## config.mk

```make
export PLATFORM = sky130hd
export DESIGN_NAME = infix_arith_expression_evaluator_top_flat
export DESIGN_NICKNAME = d
export VERILOG_FILES = /design/src/rtl/iae_pkg.sv /design/src/rtl/iae_if.sv /design/src/rtl/iae_front.sv /design/src/rtl/iae_queue.sv /design/src/rtl/iae_back.sv /design/src/rtl/infix_arith_expression_evaluator_top.sv /design/src/flat_wrapper.sv
export SDC_FILE = /design/constraint.sdc
export NUM_CORES = 2
export LEC_CHECK = 0
export ABC_AREA = 1
export BUFFER_PORTS_ARGS = -buffer_cell sky130_fd_sc_hd__buf_2
export CELL_PAD_IN_SITES_DETAIL_PLACEMENT = 0
export CELL_PAD_IN_SITES_GLOBAL_PLACEMENT = 1
export CORE_ASPECT_RATIO = 0.8
export CORE_MARGIN = 4
export CORE_UTILIZATION = 45
export CTS_BUF_LIST = sky130_fd_sc_hd__clkbuf_4
export DETAILED_ROUTE_END_ITERATION = 12
export MAX_ROUTING_LAYER = met4
export PLACE_DENSITY = 0.76
export SLEW_MARGIN = 5
export SYNTH_ARGS = -nofsm -noshare
export SYNTH_HDL_FRONTEND = slang
export SYNTH_SLANG_ARGS = --single-unit
```

## constraint.sdc

```tcl
create_clock -name clk -period 21.4 [get_ports clk]
set_input_delay 4.28 -clock clk [delete_from_list [all_inputs] [get_ports clk]]
set_output_delay 4.28 -clock clk [all_outputs]
set_load 0.02 [all_outputs]
```

## src/rtl/iae_pkg.sv

```systemverilog
// ----------------------------------------------------------------------------
// iae_pkg
// Shared token format, character codes and operator codes for the
// expression evaluator.
// ----------------------------------------------------------------------------
package iae_pkg;

  // character codes
  localparam logic [7:0] CH_PLUS   = 8'h2B;
  localparam logic [7:0] CH_MINUS  = 8'h2D;
  localparam logic [7:0] CH_TIMES  = 8'h2A;
  localparam logic [7:0] CH_DIVIDE = 8'h2F;
  localparam logic [7:0] CH_ZERO   = 8'h30;
  localparam logic [7:0] CH_NINE   = 8'h39;

  // pending operator codes
  localparam logic [1:0] OP_PLUS   = 2'd0;
  localparam logic [1:0] OP_MINUS  = 2'd1;
  localparam logic [1:0] OP_TIMES  = 2'd2;
  localparam logic [1:0] OP_DIVIDE = 2'd3;

  // token kinds
  localparam logic [1:0] KIND_OTHER = 2'd0;
  localparam logic [1:0] KIND_DIGIT = 2'd1;
  localparam logic [1:0] KIND_OP    = 2'd2;

  // result status codes
  localparam logic [1:0] STATUS_OK       = 2'd0;
  localparam logic [1:0] STATUS_DIV_ZERO = 2'd1;
  localparam logic [1:0] STATUS_SAT      = 2'd2;

  localparam int NUM_WIDTH   = 32;
  localparam int DEC_RADIX   = 10;
  localparam int QUEUE_DEPTH = 4;

  typedef struct packed {
    logic [1:0] kind;
    logic [3:0] digit;
    logic [1:0] op;
    logic       fin;
  } token_t;

endpackage

```

## src/rtl/iae_if.sv

```systemverilog
// ----------------------------------------------------------------------------
// iae channel interfaces
// Valid/ready channels for input characters and evaluated results.
// ----------------------------------------------------------------------------
interface iae_in_if;
  logic       valid;
  logic       ready;
  logic [7:0] ch;
  logic       last;

  modport source (output valid, ch, last, input ready);
  modport sink (input valid, ch, last, output ready);
endinterface

interface iae_out_if;
  logic               valid;
  logic               ready;
  logic signed [31:0] value;
  logic [1:0]         status;

  modport source (output valid, value, status, input ready);
  modport sink (input valid, value, status, output ready);
endinterface

```

## src/rtl/iae_front.sv

```systemverilog
// ----------------------------------------------------------------------------
// iae_front
// Accepts characters and classifies them into digit, operator or other
// tokens for the token queue.
// ----------------------------------------------------------------------------
module iae_front import iae_pkg::*; (
  iae_in_if.sink   chars,
  input  logic     full,
  output logic     push,
  output token_t   tok
);

  logic [7:0] digit_off;

  // accept whenever the queue has room
  assign chars.ready = !full;
  assign push        = chars.valid && !full;

  assign digit_off = chars.ch - CH_ZERO;

  // classify the character
  always_comb begin
    tok.fin   = chars.last;
    tok.digit = digit_off[3:0];
    tok.op    = OP_PLUS;
    tok.kind  = KIND_OTHER;
    if (chars.ch >= CH_ZERO && chars.ch <= CH_NINE) begin
      tok.kind = KIND_DIGIT;
    end else begin
      case (chars.ch)
        CH_PLUS: begin
          tok.kind = KIND_OP;
          tok.op   = OP_PLUS;
        end
        CH_MINUS: begin
          tok.kind = KIND_OP;
          tok.op   = OP_MINUS;
        end
        CH_TIMES: begin
          tok.kind = KIND_OP;
          tok.op   = OP_TIMES;
        end
        CH_DIVIDE: begin
          tok.kind = KIND_OP;
          tok.op   = OP_DIVIDE;
        end
        default: begin
          tok.kind = KIND_OTHER;
        end
      endcase
    end
  end

endmodule

```

## src/rtl/iae_queue.sv

```systemverilog
// ----------------------------------------------------------------------------
// iae_queue
// Short token queue between the classifier and the execution sequencer.
// ----------------------------------------------------------------------------
module iae_queue import iae_pkg::*; (
  input  logic   clk,
  input  logic   rst,
  input  logic   push,
  input  token_t wr_tok,
  output logic   full,
  input  logic   pop,
  output logic   rd_valid,
  output token_t rd_tok
);

  localparam int PTR_W = $clog2(QUEUE_DEPTH);
  localparam int CNT_W = $clog2(QUEUE_DEPTH + 1);

  token_t             slots [QUEUE_DEPTH];
  logic [PTR_W-1:0]   wr_ptr;
  logic [PTR_W-1:0]   rd_ptr;
  logic [CNT_W-1:0]   count;
  logic               pop_fire;

  assign full     = (count == CNT_W'(QUEUE_DEPTH));
  assign rd_valid = (count != '0);
  assign rd_tok   = slots[rd_ptr];
  assign pop_fire = pop && rd_valid;

  // token storage
  always_ff @(posedge clk) begin
    if (push) begin
      slots[wr_ptr] <= wr_tok;
    end
  end

  // pointers and fill count
  always_ff @(posedge clk) begin
    if (rst) begin
      wr_ptr <= '0;
      rd_ptr <= '0;
      count  <= '0;
    end else begin
      if (push) begin
        wr_ptr <= wr_ptr + PTR_W'(1);
      end
      if (pop_fire) begin
        rd_ptr <= rd_ptr + PTR_W'(1);
      end
      if (push && !pop_fire) begin
        count <= count + CNT_W'(1);
      end else if (!push && pop_fire) begin
        count <= count - CNT_W'(1);
      end
    end
  end

  a_count_bound: assert property (@(posedge clk) disable iff (rst)
    (count <= CNT_W'(QUEUE_DEPTH)) && !(full && push && !pop_fire))
    else $error("token queue overflow");

endmodule

```

## src/rtl/iae_back.sv

```systemverilog
// ----------------------------------------------------------------------------
// iae_back
// Execution sequencer: accumulates numbers, applies the pending operator
// with a shift-add multiplier and a restoring divider, and emits the result.
// ----------------------------------------------------------------------------
module iae_back import iae_pkg::*; #(
  parameter int ACC_WIDTH = 64
) (
  input  logic      clk,
  input  logic      rst,
  input  logic      tok_valid,
  input  token_t    tok,
  output logic      tok_pop,
  iae_out_if.source result
);

  localparam int PROD_W    = ACC_WIDTH + NUM_WIDTH;
  localparam int NUM_EXT_W = NUM_WIDTH + 4;
  localparam int CNT_W     = $clog2(ACC_WIDTH);

  localparam logic [2:0] S_IDLE   = 3'd0;
  localparam logic [2:0] S_APPLY  = 3'd1;
  localparam logic [2:0] S_MUL    = 3'd2;
  localparam logic [2:0] S_MULFIN = 3'd3;
  localparam logic [2:0] S_DIV    = 3'd4;
  localparam logic [2:0] S_DIVFIN = 3'd5;
  localparam logic [2:0] S_DONE   = 3'd6;
  localparam logic [2:0] S_FIN    = 3'd7;

  localparam logic [ACC_WIDTH-1:0] ACC_MAX = {1'b0, {(ACC_WIDTH-1){1'b1}}};
  localparam logic [ACC_WIDTH-1:0] ACC_MIN = {1'b1, {(ACC_WIDTH-1){1'b0}}};

  logic [2:0]           state;
  logic [ACC_WIDTH-1:0] sum;
  logic [ACC_WIDTH-1:0] term;
  logic [NUM_WIDTH-1:0] number;
  logic [1:0]           pending;
  logic [1:0]           new_op;
  logic                 have_new_op;
  logic                 fin_req;
  logic                 dz_seen;
  logic                 sat_seen;
  logic                 work_neg;
  logic [PROD_W-1:0]    prod;
  logic [ACC_WIDTH-1:0] mag;
  logic [NUM_WIDTH-1:0] mult;
  logic [NUM_WIDTH-1:0] rem;
  logic [CNT_W-1:0]     step;
  logic                 out_valid;
  logic [31:0]          out_value;
  logic [1:0]           out_status;

  logic [NUM_EXT_W-1:0] num_ext;
  logic                 num_ovf;
  logic [ACC_WIDTH:0]   sum_ext;
  logic                 add_ovf;
  logic [ACC_WIDTH-1:0] sat_sum;
  logic [ACC_WIDTH-1:0] term_mag;
  logic [ACC_WIDTH-1:0] n_ext;
  logic [PROD_W-1:0]    prod_next;
  logic                 mul_pos_ovf;
  logic                 mul_neg_ovf;
  logic [NUM_WIDTH:0]   trial;
  logic [NUM_WIDTH:0]   diff;
  logic                 div_ge;
  logic                 fits32;
  logic                 fin_go;
  logic [31:0]          total32;

  assign tok_pop = tok_valid && (state == S_IDLE);
  assign fin_go  = (state == S_FIN) && (!out_valid || result.ready);

  assign result.valid  = out_valid;
  assign result.value  = out_value;
  assign result.status = out_status;

  // decimal accumulate with saturation
  assign num_ext = {4'b0, number} * NUM_EXT_W'(DEC_RADIX)
                 + {{(NUM_EXT_W-4){1'b0}}, tok.digit};
  assign num_ovf = |num_ext[NUM_EXT_W-1:NUM_WIDTH];

  // saturating sum + term
  assign sum_ext = {sum[ACC_WIDTH-1], sum} + {term[ACC_WIDTH-1], term};
  assign add_ovf = sum_ext[ACC_WIDTH] != sum_ext[ACC_WIDTH-1];
  assign sat_sum = add_ovf ? (sum_ext[ACC_WIDTH] ? ACC_MIN : ACC_MAX)
                           : sum_ext[ACC_WIDTH-1:0];

  assign term_mag = term[ACC_WIDTH-1] ? ({ACC_WIDTH{1'b0}} - term) : term;
  assign n_ext    = {{(ACC_WIDTH-NUM_WIDTH){1'b0}}, number};

  // shift-add multiply step, multiplier msb first
  assign prod_next = {prod[PROD_W-2:0], 1'b0}
                   + (mult[NUM_WIDTH-1] ? {{NUM_WIDTH{1'b0}}, mag} : {PROD_W{1'b0}});
  assign mul_pos_ovf = prod > {{NUM_WIDTH{1'b0}}, ACC_MAX};
  assign mul_neg_ovf = prod > {{NUM_WIDTH{1'b0}}, ACC_MIN};

  // restoring divide step
  assign trial  = {rem, mag[ACC_WIDTH-1]};
  assign diff   = trial - {1'b0, mult};
  assign div_ge = trial >= {1'b0, mult};

  // clamp the final sum to 32 bits
  assign fits32  = (&sat_sum[ACC_WIDTH-1:31]) || !(|sat_sum[ACC_WIDTH-1:31]);
  assign total32 = fits32 ? sat_sum[31:0]
                          : (sat_sum[ACC_WIDTH-1] ? 32'h8000_0000 : 32'h7FFF_FFFF);

  // sequencer
  always_ff @(posedge clk) begin
    if (rst) begin
      state       <= S_IDLE;
      sum         <= '0;
      term        <= '0;
      number      <= '0;
      pending     <= OP_PLUS;
      new_op      <= OP_PLUS;
      have_new_op <= 1'b0;
      fin_req     <= 1'b0;
      dz_seen     <= 1'b0;
      sat_seen    <= 1'b0;
      out_valid   <= 1'b0;
    end else begin
      if (result.ready && !fin_go) begin
        out_valid <= 1'b0;
      end
      case (state)
        S_IDLE: begin
          if (tok_pop) begin
            fin_req <= tok.fin;
            case (tok.kind)
              KIND_DIGIT: begin
                number <= num_ovf ? {NUM_WIDTH{1'b1}} : num_ext[NUM_WIDTH-1:0];
                if (num_ovf) begin
                  sat_seen <= 1'b1;
                end
                state <= tok.fin ? S_APPLY : S_IDLE;
              end
              KIND_OP: begin
                new_op      <= tok.op;
                have_new_op <= 1'b1;
                state       <= S_APPLY;
              end
              default: begin
                state <= tok.fin ? S_APPLY : S_IDLE;
              end
            endcase
          end
        end
        S_APPLY: begin
          number   <= '0;
          work_neg <= term[ACC_WIDTH-1];
          mag      <= term_mag;
          mult     <= number;
          prod     <= '0;
          rem      <= '0;
          step     <= '0;
          case (pending)
            OP_PLUS: begin
              sum      <= sat_sum;
              sat_seen <= sat_seen || add_ovf;
              term     <= n_ext;
              state    <= S_DONE;
            end
            OP_MINUS: begin
              sum      <= sat_sum;
              sat_seen <= sat_seen || add_ovf;
              term     <= {ACC_WIDTH{1'b0}} - n_ext;
              state    <= S_DONE;
            end
            OP_TIMES: begin
              state <= S_MUL;
            end
            default: begin
              if (number == '0) begin
                dz_seen <= 1'b1;
                state   <= S_DONE;
              end else begin
                state <= S_DIV;
              end
            end
          endcase
        end
        S_MUL: begin
          prod <= prod_next;
          mult <= {mult[NUM_WIDTH-2:0], 1'b0};
          step <= step + CNT_W'(1);
          if (step == CNT_W'(NUM_WIDTH - 1)) begin
            state <= S_MULFIN;
          end
        end
        S_MULFIN: begin
          if (!work_neg && mul_pos_ovf) begin
            term     <= ACC_MAX;
            sat_seen <= 1'b1;
          end else if (work_neg && mul_neg_ovf) begin
            term     <= ACC_MIN;
            sat_seen <= 1'b1;
          end else if (work_neg) begin
            term <= {ACC_WIDTH{1'b0}} - prod[ACC_WIDTH-1:0];
          end else begin
            term <= prod[ACC_WIDTH-1:0];
          end
          state <= S_DONE;
        end
        S_DIV: begin
          rem  <= div_ge ? diff[NUM_WIDTH-1:0] : trial[NUM_WIDTH-1:0];
          mag  <= {mag[ACC_WIDTH-2:0], div_ge};
          step <= step + CNT_W'(1);
          if (step == CNT_W'(ACC_WIDTH - 1)) begin
            state <= S_DIVFIN;
          end
        end
        S_DIVFIN: begin
          term  <= work_neg ? ({ACC_WIDTH{1'b0}} - mag) : mag;
          state <= S_DONE;
        end
        S_DONE: begin
          if (have_new_op) begin
            pending     <= new_op;
            have_new_op <= 1'b0;
            state       <= fin_req ? S_APPLY : S_IDLE;
          end else begin
            state <= fin_req ? S_FIN : S_IDLE;
          end
        end
        S_FIN: begin
          if (fin_go) begin
            out_valid <= 1'b1;
            out_value <= total32;
            if (dz_seen) begin
              out_status <= STATUS_DIV_ZERO;
            end else if (sat_seen || add_ovf || !fits32) begin
              out_status <= STATUS_SAT;
            end else begin
              out_status <= STATUS_OK;
            end
            sum      <= '0;
            term     <= '0;
            number   <= '0;
            pending  <= OP_PLUS;
            fin_req  <= 1'b0;
            dz_seen  <= 1'b0;
            sat_seen <= 1'b0;
            state    <= S_IDLE;
          end
        end
        default: begin
          state <= S_IDLE;
        end
      endcase
    end
  end

  a_div_nonzero: assert property (@(posedge clk) disable iff (rst)
    (state == S_DIV) |-> (mult != '0))
    else $error("divide started with zero divisor");

  a_fin_clears: assert property (@(posedge clk) disable iff (rst)
    fin_go |=> (out_valid && sum == '0 && term == '0 && number == '0
                && pending == OP_PLUS && state == S_IDLE))
    else $error("expression state not cleared after result");

  a_status_code: assert property (@(posedge clk) disable iff (rst)
    out_valid |-> (out_status == STATUS_OK || out_status == STATUS_DIV_ZERO
                   || out_status == STATUS_SAT))
    else $error("bad status code");

endmodule

```

## src/rtl/infix_arith_expression_evaluator_top.sv

```systemverilog
// ----------------------------------------------------------------------------
// infix_arith_expression_evaluator_top
// Streaming evaluator of decimal expressions with + - * / and two
// precedence levels.
// ----------------------------------------------------------------------------
// Characters enter on chars (ch, last) one item per handshake; ready is high
// whenever the four-entry token queue has room, so the front takes a
// character every cycle until the queue fills. The back pops one token at a
// time and takes no new token until it is back in its idle state. An operator
// character first applies the operator pending before it: + or - and a
// divide by zero go straight to done, * runs the 32-step shift-add
// multiplier, and / runs the restoring divider, one quotient bit per
// cycle. A character with last set adds one more operator application
// and a final cycle that loads the output register; the result item
// (value, status) appears on result the cycle after that. A waiting
// result does not stop token work; only the next final cycle holds until
// the output register is free, and the queue then fills and deasserts
// chars.ready. Synchronous reset clears the accumulators, the pending
// operator (plus), the flags, the queue and the output valid bit.
// ----------------------------------------------------------------------------
module infix_arith_expression_evaluator_top import iae_pkg::*; #(
  parameter int ACC_WIDTH = 64
) (
  input  logic      clk,
  input  logic      rst,
  iae_in_if.sink    chars,
  iae_out_if.source result
);

  logic   push;
  logic   full;
  token_t wr_tok;
  logic   pop;
  logic   rd_valid;
  token_t rd_tok;

  // classifier
  iae_front u_front (
    .chars (chars),
    .full  (full),
    .push  (push),
    .tok   (wr_tok)
  );

  // token queue
  iae_queue u_queue (
    .clk      (clk),
    .rst      (rst),
    .push     (push),
    .wr_tok   (wr_tok),
    .full     (full),
    .pop      (pop),
    .rd_valid (rd_valid),
    .rd_tok   (rd_tok)
  );

  // execution sequencer
  iae_back #(
    .ACC_WIDTH (ACC_WIDTH)
  ) u_back (
    .clk       (clk),
    .rst       (rst),
    .tok_valid (rd_valid),
    .tok       (rd_tok),
    .tok_pop   (pop),
    .result    (result)
  );

endmodule
```

## src/flat_wrapper.sv

```systemverilog
// flat-port wrapper written by rule: the top's interface ports become plain ports
module infix_arith_expression_evaluator_top_flat import iae_pkg::*;
#(
  parameter int ACC_WIDTH = 64
)
  (clk, rst, chars_valid, chars_ch, chars_last, chars_ready, result_valid, result_value, result_status, result_ready);
  iae_in_if chars_i ();
  iae_out_if result_i ();
  input  logic clk;
  input  logic rst;
  input wire logic [$bits(chars_i.valid)-1:0] chars_valid;
  input wire logic [$bits(chars_i.ch)-1:0] chars_ch;
  input wire logic [$bits(chars_i.last)-1:0] chars_last;
  output wire logic [$bits(chars_i.ready)-1:0] chars_ready;
  output wire logic [$bits(result_i.valid)-1:0] result_valid;
  output wire logic [$bits(result_i.value)-1:0] result_value;
  output wire logic [$bits(result_i.status)-1:0] result_status;
  input wire logic [$bits(result_i.ready)-1:0] result_ready;
  assign chars_i.valid = chars_valid;
  assign chars_i.ch = chars_ch;
  assign chars_i.last = chars_last;
  assign chars_ready = chars_i.ready;
  assign result_valid = result_i.valid;
  assign result_value = result_i.value;
  assign result_status = result_i.status;
  assign result_i.ready = result_ready;
  infix_arith_expression_evaluator_top #(.ACC_WIDTH(ACC_WIDTH)) u_core (.clk(clk), .rst(rst), .chars(chars_i), .result(result_i));
endmodule
```

# After elaboration in Yosys (flattened, before gate mapping)
# Memory sizes are Yosys's and may differ from the RTL's. A register that Yosys moved wholly into a read port is not among the register bits.
# Cells that the tools add are included.
[word_totals] output_inout_bits=36 word_cells=207 register_bits=444 mem_bits_rw=36 mem_count=1
[op_classes] bitwise=1 n_reduce_logical=60 n_lt_le_gt_ge=5 n_eq_ne=32 addsub=14 n_mux=71 mul=1
[memory_table] name="u_core.u_queue.slots" depth=4 word_bits=9 read_ports=1 rd_clocked_by_memory_dff=1 wr=1 line="iae_queue.sv:19" source="token_t slots [QUEUE_DEPTH];"
[ops] op="two-way mux 64 bit" count=10
[ops] op="one-hot mux 64 bit (2 select lines)" count=3
[ops] op="one-hot mux 64 bit (4 select lines)" count=1
[ops] op="two-way mux 32 bit" count=7
[ops] op="one-hot mux 96 bit (2 select lines)" count=1
[ops] op="subtractor 1 x 64 -> 64 bit, first input constant" count=3
[ops] op="one-hot mux 32 bit (2 select lines)" count=2
[ops] op="adder 96 x 64 -> 96 bit" count=1
[ops] op="greater-than comparator 96 x 63 -> 1 bit, second input constant" count=1
[ops] op="greater-than comparator 96 x 64 -> 1 bit, second input constant" count=1
[ops] op="one-hot mux 32 bit (3 select lines)" count=1
[ops] op="adder 64 x 64 -> 65 bit" count=1
[ops] op="adder 36 x 4 -> 36 bit" count=1
[ops] op="multiplier 32 x 3 -> 35 bit, second input constant" count=1
[ops] op="greater-or-equal comparator 33 x 32 -> 1 bit" count=1
[ops] op="AND reduction 33 bit" count=1
[ops] op="OR reduction 33 bit" count=1
[ops] op="subtractor 1 x 32 -> 33 bit, first input constant" count=1
[ops] op="equality test 8 x 6 -> 1 bit, second input constant" count=4
[ops] op="logical NOT 32 bit" count=1
[ops] op="subtractor 32 bit" count=1
[ops] op="two-way mux 3 bit" count=8
[ops] op="one-hot mux 3 bit (7 select lines)" count=1
[ops] op="AND reduction 3 bit" count=7
[ops] op="other kinds (41)" count=124

# Longest topological paths before layout
[depth] ltp_word=9 ltp_mapped=31

# Hierarchy
# From an unflattened synthesis, not the netlist that was laid out.
[hier_totals] cells_unflattened=6982 hier_area_um2=44331.3
[by_module_without_submodules] mod="iae_back" n_inst=1 seq_area_each_um2=11400.9 area_per_inst_um2=42244.3 cells_per_inst=6795
[by_module_without_submodules] mod="iae_queue" n_inst=1 seq_area_each_um2=1261.2 area_per_inst_um2=1916.8 cells_per_inst=149
[by_module_without_submodules] mod="iae_front" n_inst=1 seq_area_each_um2=0.0 area_per_inst_um2=170.2 cells_per_inst=38

# Worst setup path after synthesis
# No wires, ideal clock.
[synth_timing] path_kind="input to register" start="input port rst" end="register u_core.u_back.mult[0] (enable)" setup_time_ps=658 t_arrival_ps=10788 path_stages=3 slack_ps=9955 cell_sequence="clkbuf_1 > clkbuf_1 > a21oi_1"
[synth_via] elab_chain_cells=2
[synth_rtl] item="start: declaration" line="flat_wrapper.sv:10" source="input logic rst;"
[synth_rtl] item="inverter 1 bit (no source line)"
[synth_rtl] item="AND reduction 2 bit (no source line)"
[synth_rtl] item="end signal: assignment" line="iae_back.sv:152" source="mult <= number;"
[synth_rtl] item="end signal: assignment" line="iae_back.sv:184" source="mult <= {mult[NUM_WIDTH-2:0], 1'b0};"
[synth_rtl] item="end: declaration" line="iae_back.sv:46" source="logic [NUM_WIDTH-1:0] mult;"
# Every way passes these cells.
# A chain may end at the register's enable or synchronous reset.

# Worst setup path after layout
[layout_timing] start="register u_core.u_queue.count[0]" end="output port chars_ready"
[layout_via] elab_chain_cells=2
[layout_rtl] item="start: declaration" line="iae_queue.sv:22" source="logic [CNT_W-1:0] count;"
[layout_rtl] item="start signal: assignment" line="iae_queue.sv:51" source="count <= count + CNT_W'(1);"
[layout_rtl] item="start signal: assignment" line="iae_queue.sv:53" source="count <= count - CNT_W'(1);"
[layout_rtl] item="equality test 3 bit" line="iae_queue.sv:25" source="assign full = (count == CNT_W'(QUEUE_DEPTH));"
[layout_rtl] item="logical NOT 1 bit" line="iae_front.sv:16" source="assign chars.ready = !full;"
[layout_rtl] item="end: declaration" line="flat_wrapper.sv:14" source="output wire logic [$bits(chars_i.ready)-1:0] chars_ready;"
# Every way passes these cells.

==> impl_metrics.toml <==
[outcome]
status = "finished clean"

[run]
max_cap_viol_count = 0

[placed_design]
port_buffers = 48
placed_area_um2 = 44900
dp_cells = 8020
dp_slack_ps = 14610
dpl.hpwl_mm = 138
gp_congestion = 0.999

[clock_network]
cts_sinks = 482
ctsLongestPathBuffers = 3
cts_resized = 0
root_buffer = "clkbuf_4"
cts_setup_buffers = 0
cts_hold_buf = 0
cts_max_level = 4
clock_latency_ps = 1120
cts_tree = "built"
cts_buffers = 141
cts.clk_slew.worst_paths_ps = 60

[logic_synthesis]
netlist_instances = 6839
ys_warn_count = 0
syn_avg_cell_area_um2 = 6.37
syn_area_um2 = 43500
synth.distinct_cells = 66
synth.yosys.seq_area_share_pct = 29.1
synth_nets = 7092
synth-seq-cells = 482
synthArstFlopShare_pct = 0
synth-edff-count = 301
synth_ff_type = "edfxtp_1"

[routing]
viasPerCell = 5.66
avgRoutedWirePerCell_um = 21.1
vias = 46800
wl_mm = 175
drc_errors = 0
drtIter0Drc = 5570
antenna_left = 0
drt_pass1_iterations = 9

[sta]
setup_tns_ps = 0
fin_ws_ps = 15290
rsz0062_at_grt = "false"
setup_viol = 0
timing.fmax_mhz = 164
tightest_slew_ps = 1120
min_period_over_period_pct = 28.6
finalMaxSlewViolations = 0
period_needed_ps = 6110
finalHoldViolCount = 0
fin_skew_ps = 73.7
maxSlewHeadroom_pct = 25.2

[layout]
design_area_um2 = 46800
final_nets = 7129
stdcell_count = 8284
area_delta_synth_final_pct = 7.48
final_layout_size_suffix_gt1_share_pct = 5.95
fin_util_pct = 49.0

[floorplan]
dieArea_um2 = 102000
start_util_pct = 45.6
core_area_um2 = 95400
die_h_um = 286
die_w_um = 356
ios = 49
rows = 101

[global_route]
grt_pass1_wl_mm = 263
grt_util_met1_pct = 52.0
track_usage_pct = 34.5
first_global_vias = 42600
use_met3_pct = 6.02
grt.busiest_layer = "met1"
overflow = 0
grtUsageMet2_pct = 46.9
antenna_found_initial = 8
grt_max_degree = 95

[worst_setup_path]
worst-r2r-setup-slack_ps = 15360
crit_fanout = 5
critical_path.startpoint_type = "flop"
crit_arrival_ps = 1830
crit_type = "reg2out"
critPathCaptureType = "primary output"
cp.required_ps = 17120

[power_and_ir_drop]
ir_drop_mv = 0.0740
power_density_nw_per_um2 = 117
leakage_uw = 0.0210

[hold_path]
hp-class = "reg2reg"
==> flip-flops by register name, indices dropped and copies added, names as in the netlist, 3 cells and up, named ones only <==
| name | flops |
|---|---|
| u_core.u_back.sum | 64 |
| u_core.u_queue.slots | 36 |
| u_core.u_back.result.value | 32 |
| u_core.u_back.rem | 32 |
| u_core.u_back.prod | 96 |
| u_core.u_back.step | 6 |
| u_core.u_back.state | 3 |
| u_core.u_back.mag | 64 |
| u_core.u_back.mult | 32 |
| u_core.u_queue.count | 3 |
| u_core.u_back.number | 32 |
| u_core.u_back.term | 64 |
==> stage by stage <==
stage / hold WS, ps / total power, uW
floorplan: 424 / 3500
global placement: 435 / 4440
detailed placement: 443 / 4460
CTS: 453 / 5440
global route: 482 / 5890
finish: 455 / 5490
==> worst max-delay path, stage by stage (launching register included) <==
cell     delay [ps]
dfxtp_1         420
nor2_1           70
nand2_1          80
buf_2           170
==> synthesized netlist by cell type, drive strengths merged, types with 7 or more instances <==
cell type	count	area, um^2
nor2	789	3010
nor4	60	382
a211oi	8	60.1
o211ai	14	105
xor2	119	1040
xnor2	61	534
or2	25	156
a41oi	11	96.3
o21bai	26	195
a31oi	94	588
nand2	1715	6490
o22ai	9	56.3
nor3	123	636
a21o	18	136
a221oi	7	61.3
a21boi	10	75.1
inv	1039	3900
nand3	403	2060
a21oi	617	3110
edfxtp	301	9040
nand4	90	563
clkbuf	154	578
o31ai	7	52.6
nand3b	15	113
ha	234	2930
o21ai	577	2900
dfxtp	181	3620
o21a	47	353
buf	40	295
==> report_power, final <==
part,total (uW),switching (uW),internal (uW)
Combinational,2850,2000,854
Clock,960,474,486
Sequential,1680,374,1300
==> metal layers <==
metal / vias to the layer above / part of all wire [%] / wire, um
li1: 22700 / - / -
met1: 21800 / 48 / 84300
met2: 2072 / 40 / 69400
met3: 238 / 9.5 / 16700
met4: 0 / 2.6 / 4530
met5: - / 0 / 0
==> path summary, 6_finish.rpt <==
kind              depth (start not counted)                            end               startpoint
setup / recovery                          3                    chars_ready  u_core.u_queue.count[0]
setup reg to reg                         26  u_core.u_back.result.value[9]    u_core.u_back.term[2]
hold reg to reg                           2        u_core.u_back.new_op[1]  u_core.u_back.new_op[1]
hold / removal                            2        u_core.u_back.new_op[1]  u_core.u_back.new_op[1]
==> cell usage in the layout, fill, tap and decap left out, drive strengths merged, types with 10 or more instances in the layout <==
cell and n:
edfxtp 301, o21ai 577, nor2 789, nor4 60, a21o 18, inv 1043, dfxtp 181, a41oi 11
o21a 47, xor2 119, o211ai 14, nand3 403, clkinv 38, nor3 123, o21bai 26, xnor2 61
nand3b 15, or2 25, ha 234, a31oi 94, nand2 1715, a21boi 10, clkbuf 207, buf 88
nand4 90, a21oi 617
==> logic make-up after synthesis <==
group	count (synthesis)	synth area share [%]
DFF	482	29.1
and+or+nand+nor	3242	31.1
xor gates and xnor gates	180	3.62
AOI/OAI and AO/OA	1459	18.2
adders and majority gates	240	7.00
buffers and inverters	1236	11.0
==> cell type report <==
| cell class | instances | area (um^2) |
|---|---|---|
| Timing Repair Buffer | 88 | 543 |
| Clock buffer | 207 | 1550 |
| Fill cell | 10300 | 48600 |
| Clock inverter | 48 | 324 |
| Antenna cell | 9 | 22.5 |
| Inverter | 1042 | 3910 |
| Tap cell | 1287 | 1610 |
| Multi-Input combinational cell | 5121 | 26200 |
| Sequential cell | 482 | 12700 |
No activity file was read; power rests on OpenSTA's default activity.
